**config.mk**
```make
export PLATFORM = sky130hd
export DESIGN_NAME = line_walk_window_origin_generator_flat
export DESIGN_NICKNAME = d
export VERILOG_FILES = /design/src/hdl/lwg_pkg.sv /design/src/hdl/lwg_if.sv /design/src/hdl/line_walk_window_origin_generator.sv /design/src/hdl/lwg_div.sv /design/src/hdl/lwg_dp.sv /design/src/hdl/lwg_ctrl.sv /design/src/flat_wrapper.sv
export SDC_FILE = /design/constraint.sdc
export NUM_CORES = 1
export LEC_CHECK = 0
export BUFFER_PORTS_ARGS = -buffer_cell sky130_fd_sc_hd__buf_2
export CORE_MARGIN = 1
export CORE_UTILIZATION = 35
export DETAILED_ROUTE_END_ITERATION = 8
export HOLD_SLACK_MARGIN = 0.08
export PLACE_DENSITY = 0.55
export SLEW_MARGIN = 5
export SYNTH_ARGS = -nofsm -noshare
export SYNTH_HDL_FRONTEND = slang
export SYNTH_HIERARCHICAL = 1
export SYNTH_SLANG_ARGS = --single-unit
```
**constraint.sdc**
```tcl
create_clock -name clk -period 5.1 [get_ports clk]
set_clock_uncertainty 0.05 [all_clocks]
set_input_delay 0.255 -clock clk [delete_from_list [all_inputs] [get_ports clk]]
set_output_delay 0.255 -clock clk [all_outputs]
set_load 0.05 [all_outputs]
```
**src/hdl/lwg_pkg.sv**
```systemverilog
// lwg_pkg: shared constants, controller states and command/status structs
// for the line walk window origin generator; no dependencies
package lwg_pkg;

	localparam int COORD_BITS   = 12;
	localparam int FRAC_BITS    = 16;
	localparam int ACC_BITS     = COORD_BITS + FRAC_BITS + 1;
	localparam int SLOPE_BITS   = FRAC_BITS + 1;
	localparam int WIDTH_BITS   = 13;
	localparam int ADDR_BITS    = 24;
	localparam int DIV_CNT_BITS = $clog2(SLOPE_BITS + 1);
	localparam int PROD_BITS    = (COORD_BITS + WIDTH_BITS > ADDR_BITS) ?
		COORD_BITS + WIDTH_BITS : ADDR_BITS;

	localparam logic [WIDTH_BITS-1:0] WIDTH_RESET = WIDTH_BITS'(640);
	localparam logic [SLOPE_BITS-1:0] SLOPE_ONE   = SLOPE_BITS'(1) << FRAC_BITS;
	localparam logic [ACC_BITS-1:0]   HALF_LSB    = ACC_BITS'(1) << (FRAC_BITS - 1);

	localparam logic FUNC_BEGIN = 1'b0;
	localparam logic FUNC_STEP  = 1'b1;

	typedef enum logic [2:0] {
		ST_IDLE,
		ST_DIV,
		ST_ORG,
		ST_MUL,
		ST_EMIT
	} lwg_state_t;

	typedef struct packed {
		logic take;
		logic div_start;
		logic load_slope;
		logic org_en;
		logic mul_en;
		logic out_load;
	} lwg_cmd_t;

	typedef struct packed {
		logic is_begin;
		logic degenerate;
		logic div_busy;
		logic out_free;
	} lwg_sts_t;

endpackage

```
**src/hdl/lwg_if.sv**
```systemverilog
// lwg_item_if and lwg_origin_if: valid/ready channels for input words and
// origin words; depend on lwg_pkg for field widths
interface lwg_item_if;
	import lwg_pkg::*;

	logic                  valid;
	logic                  ready;
	logic                  func;
	logic [COORD_BITS-1:0] start_x;
	logic [COORD_BITS-1:0] start_y;
	logic [COORD_BITS-1:0] end_x;
	logic [COORD_BITS-1:0] end_y;

	modport source (output valid, func, start_x, start_y, end_x, end_y, input ready);
	modport sink (input valid, func, start_x, start_y, end_x, end_y, output ready);
endinterface

interface lwg_origin_if;
	import lwg_pkg::*;

	logic                  valid;
	logic                  ready;
	logic [COORD_BITS-1:0] origin_x;
	logic [COORD_BITS-1:0] origin_y;
	logic [ADDR_BITS-1:0]  base_address;
	logic                  last;
	logic                  stale;

	modport source (output valid, origin_x, origin_y, base_address, last, stale, input ready);
	modport sink (input valid, origin_x, origin_y, base_address, last, stale, output ready);
endinterface

```
**src/hdl/line_walk_window_origin_generator.sv**
```systemverilog
// step word: passes ST_ORG, ST_MUL and ST_EMIT; a new word waits for ST_IDLE
// begin word with distinct endpoints: waits in ST_DIV for the slope divider
// (one quotient bit per cycle over FRAC_BITS+1 bits); equal endpoints as a step
// a stalled result holds the output register; the next word waits behind it
// arst_n clears the walk state to origin (0,0), x major, no active walk,
// and image_width to 640
module line_walk_window_origin_generator (
	input  logic                           clk,
	input  logic                           arst_n,
	lwg_item_if.sink                       item,
	lwg_origin_if.source                   origin,
	input  logic                           cfg_we,
	input  logic [lwg_pkg::WIDTH_BITS-1:0] cfg_wdata
);
	import lwg_pkg::*;

	lwg_cmd_t cmd;
	lwg_sts_t sts;

	lwg_ctrl u_ctrl (
		.clk        (clk),
		.arst_n     (arst_n),
		.item_valid (item.valid),
		.item_ready (item.ready),
		.sts        (sts),
		.cmd        (cmd)
	);

	lwg_dp u_dp (
		.clk       (clk),
		.arst_n    (arst_n),
		.cmd       (cmd),
		.sts       (sts),
		.cfg_we    (cfg_we),
		.cfg_wdata (cfg_wdata),
		.func      (item.func),
		.start_x   (item.start_x),
		.start_y   (item.start_y),
		.end_x     (item.end_x),
		.end_y     (item.end_y),
		.origin    (origin)
	);

endmodule

```
**src/hdl/lwg_div.sv**
```systemverilog
// lwg_div: restoring divider giving (minor << FRAC_BITS) / major, one
// quotient bit per cycle; depends on lwg_pkg
module lwg_div (
	input  logic                           clk,
	input  logic                           arst_n,
	input  logic                           start,
	input  logic [lwg_pkg::COORD_BITS-1:0] minor,
	input  logic [lwg_pkg::COORD_BITS-1:0] major,
	output logic                           busy,
	output logic [lwg_pkg::SLOPE_BITS-1:0] quotient
);
	import lwg_pkg::*;

	logic                    busy_q;
	logic [DIV_CNT_BITS-1:0] cnt_q;
	logic [COORD_BITS:0]     rem_q;
	logic [COORD_BITS-1:0]   div_q;
	logic [SLOPE_BITS-1:0]   quo_q;
	logic                    ge;
	logic [COORD_BITS:0]     rem_next;

	// minor <= major, so the first bit needs no shift and rem stays below 2*major
	assign ge       = rem_q >= {1'b0, div_q};
	assign rem_next = ge ? rem_q - {1'b0, div_q} : rem_q;

	always_ff @(posedge clk or negedge arst_n) begin
		if (!arst_n) begin
			busy_q <= 1'b0;
			cnt_q  <= '0;
		end else if (start) begin
			busy_q <= 1'b1;
			cnt_q  <= DIV_CNT_BITS'(SLOPE_BITS);
		end else if (busy_q) begin
			busy_q <= cnt_q != DIV_CNT_BITS'(1);
			cnt_q  <= cnt_q - DIV_CNT_BITS'(1);
		end
	end

	always_ff @(posedge clk) begin
		if (start) begin
			rem_q <= {1'b0, minor};
			div_q <= major;
			quo_q <= '0;
		end else if (busy_q) begin
			rem_q <= {rem_next[COORD_BITS-1:0], 1'b0};
			quo_q <= {quo_q[SLOPE_BITS-2:0], ge};
		end
	end

	assign busy     = busy_q;
	assign quotient = quo_q;

`ifndef SYNTHESIS
	a_rem_bound: assert property (@(posedge clk) disable iff (!arst_n)
		busy_q |-> rem_q < {div_q, 1'b0})
		else $error("divider remainder out of range");
`endif

endmodule

```
**src/hdl/lwg_dp.sv**
```systemverilog
// lwg_dp: walk state, slope divider, origin rounding, address multiply and
// output register; depends on lwg_pkg, lwg_if and lwg_div
module lwg_dp (
	input  logic                           clk,
	input  logic                           arst_n,
	input  lwg_pkg::lwg_cmd_t              cmd,
	output lwg_pkg::lwg_sts_t              sts,
	input  logic                           cfg_we,
	input  logic [lwg_pkg::WIDTH_BITS-1:0] cfg_wdata,
	input  logic                           func,
	input  logic [lwg_pkg::COORD_BITS-1:0] start_x,
	input  logic [lwg_pkg::COORD_BITS-1:0] start_y,
	input  logic [lwg_pkg::COORD_BITS-1:0] end_x,
	input  logic [lwg_pkg::COORD_BITS-1:0] end_y,
	lwg_origin_if.source                   origin
);
	import lwg_pkg::*;

	logic [WIDTH_BITS-1:0] width_q;
	logic [COORD_BITS-1:0] major_pos_q;
	logic [COORD_BITS-1:0] major_end_q;
	logic [ACC_BITS-1:0]   minor_acc_q;
	logic [SLOPE_BITS-1:0] slope_frac_q;
	logic                  x_is_major_q;
	logic                  major_down_q;
	logic                  minor_down_q;
	logic                  walk_active_q;
	logic                  last_q;
	logic                  stale_q;

	logic [COORD_BITS-1:0] org_x_s1;
	logic [COORD_BITS-1:0] org_y_s1;
	logic [ADDR_BITS-1:0]  prod_s2;
	logic [COORD_BITS-1:0] org_x_s2;

	logic                  out_valid_q;
	logic [COORD_BITS-1:0] out_x_q;
	logic [COORD_BITS-1:0] out_y_q;
	logic [ADDR_BITS-1:0]  out_addr_q;
	logic                  out_last_q;
	logic                  out_stale_q;

	logic [COORD_BITS-1:0] adx, ady, amaj, amin;
	logic                  x_major_in;
	logic [COORD_BITS-1:0] step_major;
	logic [ACC_BITS-1:0]   step_acc;
	logic [ACC_BITS-1:0]   acc_rnd;
	logic [COORD_BITS-1:0] minor_now;
	logic [PROD_BITS-1:0]  prod_full;
	logic                  div_busy;
	logic [SLOPE_BITS-1:0] div_quo;

	// begin decode
	always_comb begin
		adx        = (start_x > end_x) ? start_x - end_x : end_x - start_x;
		ady        = (start_y > end_y) ? start_y - end_y : end_y - start_y;
		x_major_in = ady <= adx;
		amaj       = x_major_in ? adx : ady;
		amin       = x_major_in ? ady : adx;
	end

	always_comb begin
		step_major = major_down_q ? major_pos_q - COORD_BITS'(1) : major_pos_q + COORD_BITS'(1);
		step_acc   = minor_down_q ? minor_acc_q - ACC_BITS'(slope_frac_q)
		                          : minor_acc_q + ACC_BITS'(slope_frac_q);
		acc_rnd    = minor_acc_q + HALF_LSB;
		minor_now  = acc_rnd[FRAC_BITS +: COORD_BITS];
	end

	lwg_div u_div (
		.clk      (clk),
		.arst_n   (arst_n),
		.start    (cmd.div_start),
		.minor    (amin),
		.major    (amaj),
		.busy     (div_busy),
		.quotient (div_quo)
	);

	always_ff @(posedge clk or negedge arst_n) begin
		if (!arst_n) begin
			width_q <= WIDTH_RESET;
		end else if (cfg_we) begin
			width_q <= cfg_wdata;
		end
	end

	always_ff @(posedge clk or negedge arst_n) begin
		if (!arst_n) begin
			major_pos_q   <= '0;
			major_end_q   <= '0;
			minor_acc_q   <= '0;
			slope_frac_q  <= '0;
			x_is_major_q  <= 1'b1;
			major_down_q  <= 1'b0;
			minor_down_q  <= 1'b0;
			walk_active_q <= 1'b0;
			last_q        <= 1'b0;
			stale_q       <= 1'b0;
		end else if (cmd.take) begin
			if (func == FUNC_BEGIN) begin
				x_is_major_q  <= x_major_in;
				major_pos_q   <= x_major_in ? start_x : start_y;
				major_end_q   <= x_major_in ? end_x : end_y;
				major_down_q  <= x_major_in ? (end_x < start_x) : (end_y < start_y);
				minor_down_q  <= x_major_in ? (end_y < start_y) : (end_x < start_x);
				minor_acc_q   <= {1'b0, (x_major_in ? start_y : start_x), FRAC_BITS'(0)};
				slope_frac_q  <= '0;
				walk_active_q <= amaj != '0;
				last_q        <= amaj == '0;
				stale_q       <= 1'b0;
			end else if (walk_active_q) begin
				major_pos_q   <= step_major;
				minor_acc_q   <= step_acc;
				walk_active_q <= step_major != major_end_q;
				last_q        <= step_major == major_end_q;
				stale_q       <= 1'b0;
			end else begin
				last_q  <= 1'b0;
				stale_q <= 1'b1;
			end
		end else if (cmd.load_slope) begin
			slope_frac_q <= div_quo;
		end
	end

	assign prod_full = PROD_BITS'(org_y_s1) * PROD_BITS'(width_q);

	always_ff @(posedge clk) begin
		if (cmd.org_en) begin
			org_x_s1 <= x_is_major_q ? major_pos_q : minor_now;
			org_y_s1 <= x_is_major_q ? minor_now : major_pos_q;
		end
		if (cmd.mul_en) begin
			prod_s2  <= prod_full[ADDR_BITS-1:0];
			org_x_s2 <= org_x_s1;
		end
		if (cmd.out_load) begin
			out_x_q     <= org_x_s2;
			out_y_q     <= org_y_s1;
			out_addr_q  <= prod_s2 + ADDR_BITS'(org_x_s2);
			out_last_q  <= last_q;
			out_stale_q <= stale_q;
		end
	end

	always_ff @(posedge clk or negedge arst_n) begin
		if (!arst_n) begin
			out_valid_q <= 1'b0;
		end else if (cmd.out_load) begin
			out_valid_q <= 1'b1;
		end else if (origin.ready) begin
			out_valid_q <= 1'b0;
		end
	end

	assign origin.valid        = out_valid_q;
	assign origin.origin_x     = out_x_q;
	assign origin.origin_y     = out_y_q;
	assign origin.base_address = out_addr_q;
	assign origin.last         = out_last_q;
	assign origin.stale        = out_stale_q;

	always_comb begin
		sts.is_begin   = func == FUNC_BEGIN;
		sts.degenerate = amaj == '0;
		sts.div_busy   = div_busy;
		sts.out_free   = !out_valid_q || origin.ready;
	end

`ifndef SYNTHESIS
	a_slope_max: assert property (@(posedge clk) disable iff (!arst_n)
		slope_frac_q <= SLOPE_ONE)
		else $error("slope above one");
	a_stale_not_last: assert property (@(posedge clk) disable iff (!arst_n)
		out_valid_q && out_stale_q |-> !out_last_q)
		else $error("stale word flagged last");
	a_walk_after_last: assert property (@(posedge clk) disable iff (!arst_n)
		cmd.take && walk_active_q && func == FUNC_STEP && step_major == major_end_q
		|=> !walk_active_q && last_q)
		else $error("walk still active after end point");
`endif

endmodule

```
**src/hdl/lwg_ctrl.sv**
```systemverilog
// lwg_ctrl: sequencer for accept, slope division, origin, multiply and emit
// steps; depends on lwg_pkg
module lwg_ctrl (
	input  logic              clk,
	input  logic              arst_n,
	input  logic              item_valid,
	output logic              item_ready,
	input  lwg_pkg::lwg_sts_t sts,
	output lwg_pkg::lwg_cmd_t cmd
);
	import lwg_pkg::*;

	lwg_state_t state_q, state_d;

	always_ff @(posedge clk or negedge arst_n) begin
		if (!arst_n) begin
			state_q <= ST_IDLE;
		end else begin
			state_q <= state_d;
		end
	end

	always_comb begin
		state_d    = state_q;
		cmd        = '0;
		item_ready = 1'b0;
		case (state_q)
			ST_IDLE: begin
				item_ready = 1'b1;
				if (item_valid) begin
					cmd.take = 1'b1;
					if (sts.is_begin && !sts.degenerate) begin
						cmd.div_start = 1'b1;
						state_d       = ST_DIV;
					end else begin
						state_d = ST_ORG;
					end
				end
			end
			ST_DIV: begin
				if (!sts.div_busy) begin
					cmd.load_slope = 1'b1;
					state_d        = ST_ORG;
				end
			end
			ST_ORG: begin
				cmd.org_en = 1'b1;
				state_d    = ST_MUL;
			end
			ST_MUL: begin
				cmd.mul_en = 1'b1;
				state_d    = ST_EMIT;
			end
			ST_EMIT: begin
				// wait for the output register to free up
				if (sts.out_free) begin
					cmd.out_load = 1'b1;
					state_d      = ST_IDLE;
				end
			end
			default: begin
				state_d = ST_IDLE;
			end
		endcase
	end

`ifndef SYNTHESIS
	a_idle_div: assert property (@(posedge clk) disable iff (!arst_n)
		state_q == ST_IDLE |-> !sts.div_busy)
		else $error("divider busy while idle");
	a_div_entry: assert property (@(posedge clk) disable iff (!arst_n)
		cmd.div_start |=> state_q == ST_DIV && sts.div_busy)
		else $error("division started without wait state");
`endif

endmodule

```
**src/flat_wrapper.sv**
```systemverilog
// flat-port wrapper written by rule: the top's interface ports become plain ports
module line_walk_window_origin_generator_flat import lwg_pkg::*;
  (clk, arst_n, cfg_we, cfg_wdata, item_valid, item_func, item_start_x, item_start_y, item_end_x, item_end_y, item_ready, origin_valid, origin_origin_x, origin_origin_y, origin_base_address, origin_last, origin_stale, origin_ready);
  lwg_item_if item_i ();
  lwg_origin_if origin_i ();
  input  logic clk;
  input  logic arst_n;
  input  logic cfg_we;
  input  logic [lwg_pkg::WIDTH_BITS-1:0] cfg_wdata;
  input wire logic [$bits(item_i.valid)-1:0] item_valid;
  input wire logic [$bits(item_i.func)-1:0] item_func;
  input wire logic [$bits(item_i.start_x)-1:0] item_start_x;
  input wire logic [$bits(item_i.start_y)-1:0] item_start_y;
  input wire logic [$bits(item_i.end_x)-1:0] item_end_x;
  input wire logic [$bits(item_i.end_y)-1:0] item_end_y;
  output wire logic [$bits(item_i.ready)-1:0] item_ready;
  output wire logic [$bits(origin_i.valid)-1:0] origin_valid;
  output wire logic [$bits(origin_i.origin_x)-1:0] origin_origin_x;
  output wire logic [$bits(origin_i.origin_y)-1:0] origin_origin_y;
  output wire logic [$bits(origin_i.base_address)-1:0] origin_base_address;
  output wire logic [$bits(origin_i.last)-1:0] origin_last;
  output wire logic [$bits(origin_i.stale)-1:0] origin_stale;
  input wire logic [$bits(origin_i.ready)-1:0] origin_ready;
  assign item_i.valid = item_valid;
  assign item_i.func = item_func;
  assign item_i.start_x = item_start_x;
  assign item_i.start_y = item_start_y;
  assign item_i.end_x = item_end_x;
  assign item_i.end_y = item_end_y;
  assign item_ready = item_i.ready;
  assign origin_valid = origin_i.valid;
  assign origin_origin_x = origin_i.origin_x;
  assign origin_origin_y = origin_i.origin_y;
  assign origin_base_address = origin_i.base_address;
  assign origin_last = origin_i.last;
  assign origin_stale = origin_i.stale;
  assign origin_i.ready = origin_ready;
  line_walk_window_origin_generator u_core (.clk(clk), .arst_n(arst_n), .item(item_i), .origin(origin_i), .cfg_we(cfg_we), .cfg_wdata(cfg_wdata));
endmodule
```
==> metrics.md <==
| Metric | Value |
|---|---|
| Clk Latency, worst-skew pair | between 0.5 and 0.6 ns |
| Synth Cell Area | 21080 µm² |
| RSZ-0062 raised after global routing | true |
| Top FF cell, synth | edfxtp_1 |
| Mapped Cells | between 2k and 2.5k |
| Failing checks | design-rule violations, negative setup slack |
| Number of fill cells | about 5.6k |
| H-tree Lvls | 1 |
| Grt ovf | 0 |
| Largest net degree at the start of global routing | 74 |
| I/O Pins | 119 |
| Syn nets | between 2k and 3k |
| Status | finished, violations left |
| Yosys warning count | 6 |
| Pre-antenna DRT Iters | 8 |
| Final setup violation count | 4 |
| Final Instance Area | ~27000 µm² |
| Crit-path slowest cell | fa_1 |
| Post-DRT Antenna Nets | 0 |
| Setup TNS | -0.7005 ns |
| CP arrival | 5.59 ns |
| Clock Sinks | between 200 and 300 |
| Async set-reset flop share out of synthesis | between 30% and 40% |
| Kind of critical path | reg -> reg |
| Tcrit/Tclk final | 104.6% |
| Per-cell routed wire length | 17.21 µm |
| Vias in the first global route | between 15k and 20k |
| Routed wire length | approximately 60 mm |
| Crit path max fanout | 5 |
| Initial antenna violation count | 0 |
| Max Clk Rate | between 0.15 and 0.2 GHz |
| CTS tree | built |
| Placed Instances | around 3.3k |
| Hold WC Path Type | in -> reg |
| First-pass GRT wire length | ~94 mm |
| Final WS setup | -0.2324 ns |
| Core Region | slightly below 60000 µm² |
| Worst slew pin tran | ~1.0 ns |
| Final Hold Vio Count | 0 |
| CTS root buf | clkbuf_16 |
| Cell variety after synth | between 90 and 100 |
| Mean Syn Cell Area | roughly 9.5 µm² |
| Total CTS buffers | 29 |
| CP Capture Type | register |
| Die W | about 250 µm |
| Num rows | between 80 and 90 |
| Synthesis-to-finish area growth | 27.67% |
| Minimum clock period | roughly 5.3 ns |
| Vias | 17.30k |
| Hpwl dp | ~47 mm |
| Relative slew margins | between 30% and 40% |
| Hold slack | roughly 0.13 ns |
| Iter 0 DRT Violations | roughly 1.1k |
| Total GRT Usage | approximately a fifth |
| Post-DR vias/cell | between 5 and 6 |
| CTS max path bufs | 3 |
| DIE AREA | between 60000 and 70000 µm² |
| Sequential area share after synthesis | between 30% and 40% |
| Buf/Inv on CP | 3 |
| #FFs+latches synth | 250 |
| CP top delay family | adder cells |
| Crit path top cell by count | fa_1 |
| Crit-path cells | buf_6 -> and2_1 -> fa_1 -> fa_1 -> fa_1 -> fa_1 -> inv_2 -> fa_1 -> inv_2 -> ha_4 -> and2_4 -> o21ai_2 -> o21ai_2 -> o41a_1 -> a41o_1 -> o41a_1 -> xor2_1 |
| Antenna diode count | 0 |
| Fin. max-slew vios | 0 |
| Slowest stage delay, CP | about 0.55 ns |
| Layout cells sized above 1 | 26.99% |
| Routability Congestion | 0.9467 |
| Final non-filler cell total | 3441 |
| DR DRC count | 7 |
| Number of synthesized flops with an enable pin | roughly 130 |
| Port bufs | 118 |
| Clk slew on worst S/H paths | 0.06 ns |
| DP Area | around 25000 µm² |
| Die height | around 250 µm |
| Starting Density | between 30% and 40% |
| Fin nets | around 3k |
| Max-cap violations | 0 |
| Req. time, crit path | 5.36 ns |
| Worst Setup Start Kind | register |
==> cells in the mapped netlist (all sizes together) (6+ instances only) <==
| library cell | n | area [µm²] |
|---|---|---|
| a31oi | 14 | 87.58 |
| nor3 | 35 | 180.2 |
| buf | 25 | 161.4 |
| nand3 | 33 | 165.2 |
| a21o | 37 | 280.3 |
| mux2i | 56 | 560.5 |
| fa | 117 | 2342 |
| nor4 | 10 | 68.81 |
| a211oi | 8 | 65.06 |
| a21oi | 153 | 777.0 |
| o211ai | 8 | 60.06 |
| a21boi | 7 | 52.55 |
| a31o | 11 | 96.34 |
| o31ai | 15 | 131.4 |
| or3 | 6 | 38.79 |
| nor2b | 26 | 162.7 |
| o2111ai | 7 | 61.31 |
| xnor2 | 99 | 897.1 |
| o21a | 20 | 150.1 |
| ha | 185 | 2315 |
| and2 | 68 | 426.7 |
| a221o | 7 | 70.07 |
| o21bai | 8 | 60.06 |
| and3 | 24 | 151.4 |
| o21ai | 67 | 342.8 |
| dfrtp | 95 | 2377 |
| inv | 273 | 1025 |
| nand2b | 14 | 87.58 |
| a22o | 30 | 262.8 |
| nand4 | 7 | 58.81 |
| clkbuf | 69 | 259.0 |
| nor2 | 176 | 660.6 |
| mux2 | 20 | 225.2 |
| xor2 | 36 | 315.3 |
| dfxtp | 18 | 360.4 |
| edfxtp | 134 | 4024 |
| a221oi | 16 | 146.4 |
| nand2 | 184 | 695.7 |
| o22ai | 13 | 81.33 |
==> flip-flops by register name, indices dropped and copies added, names as in the netlist, 13 cells and up <==
name,count
u_core/u_dp/u_div/rem_q,13
u_core/u_dp/minor_acc_q,28
u_core/u_dp/width_q,13
u_core/u_dp/prod_s2,24
u_core/u_dp/u_div/quotient,17
u_core/u_dp/slope_frac_q,17
u_core/u_dp/origin.base_address,24
==> metrics by stage <==
step           utilization [%]  setup WS [ns]
2_1_floorplan                -        -0.2288
3_3_place_gp             41.84        -0.5133
3_5_place_dp             41.84        -0.5273
4_1_cts                  44.23        -0.3110
5_1_grt                  45.42        -0.4278
6_report                 45.42        -0.2324
==> tightest hold or removal path, delay by kind of cell <==
| family | cells | cell delay (ns) |
|---|---|---|
| buffers and inverters | 2 | 0.20 |
| AOI/OAI and AO/OA | 2 | 0.23 |
==> metal layers <==
metal	global-route usage, %	vias to the layer above	share of wire [%]	routed length (µm)
li1	-	8481	-	-
met1	25.94	8467	46	27460
met2	33.50	281	48	28560
met3	1.535	68	3.1	1845
met4	5.052	0	2.3	1340
met5	0	-	0	0
==> layout by cell type, fill, tap and decap left out, drive strengths merged, types with 8 or more instances in the layout <==
master       instances
a211oi               8
a21o                37
a21oi              153
a221oi              16
a22o                30
a31o                11
a31oi               14
and2                68
and3                24
buf                472
clkbuf              43
clkinv              12
dfrtp               95
dfxtp               18
dlygate4sd3         20
edfxtp             134
fa                 117
ha                 185
inv                274
mux2                20
mux2i               56
nand2              184
nand2b              14
nand3               33
nor2               176
nor2b               26
nor3                35
nor4                10
o211ai               8
o21a                20
o21ai               67
o21bai               8
o22ai               13
o31ai               15
xnor2               99
xor2                36
==> cell families after synthesis <==
family,after synthesis,synth area share (%)
AO/OA/AOI/OAI,465,14.89
flip-flops,250,32.45
AND/OR/NAND/NOR,617,14.17
multiplexers,76,3.728
XOR/XNOR,135,5.752
buffers and inverters,370,6.910
adder cells (fa/ha/maj),302,22.09
==> repair_timing <==
item                                   in CTS  in global routing
endpoints found under the hold margin      65                  0
pin swaps                                  38                 81
cloned                                      0                  1
hold buffers                               20                  0
buffers inserted                           14                 25
setup endpoints to repair                   7                 78
gates resized for setup                    49                105
==> cell type report <==
cell class | instances | area [µm²] | area share [%]
well taps | 773 | 967.2 | 3.594
clock buffers | 43 | 830.8 | 3.087
repair buffers | 492 | 3575 | 13.28
multi-input cells | 1596 | 13550 | 50.35
inverters | 276 | 1054 | 3.915
flip-flops and latches | 250 | 6849 | 25.45
clock inverters | 11 | 86.33 | 0.3208
==> final timing paths <==
kind	slack, ns	depth (start not counted)	to	from
min reg2reg	0.37	0	u_core/u_dp/org_x_s2[6]$_DFFE_PP_	u_core/u_dp/org_x_s1[6]$_DFFE_PP_
min	0.13	4	u_core/u_dp/major_end_q[10]$_DFFE_PN0P_	item_end_y[10]
min in group asynchronous	0.21	2	u_core/u_dp/u_div/cnt_q[1]$_DFFE_PN0P_	arst_n
max	-0.23	17	u_core/u_dp/prod_s2[22]$_DFFE_PP_	u_core/u_dp/org_y_s1[6]$_DFFE_PP_
max reg2reg	-0.23	17	u_core/u_dp/prod_s2[22]$_DFFE_PP_	u_core/u_dp/org_y_s1[6]$_DFFE_PP_
max in group asynchronous	3.54	3	u_core/u_dp/width_q[2]$_DFFE_PN0P_	arst_n
Power is left out: the tool's default activity adds up to more than one toggle a clock period on the data nets, which glitch-free logic cannot reach.
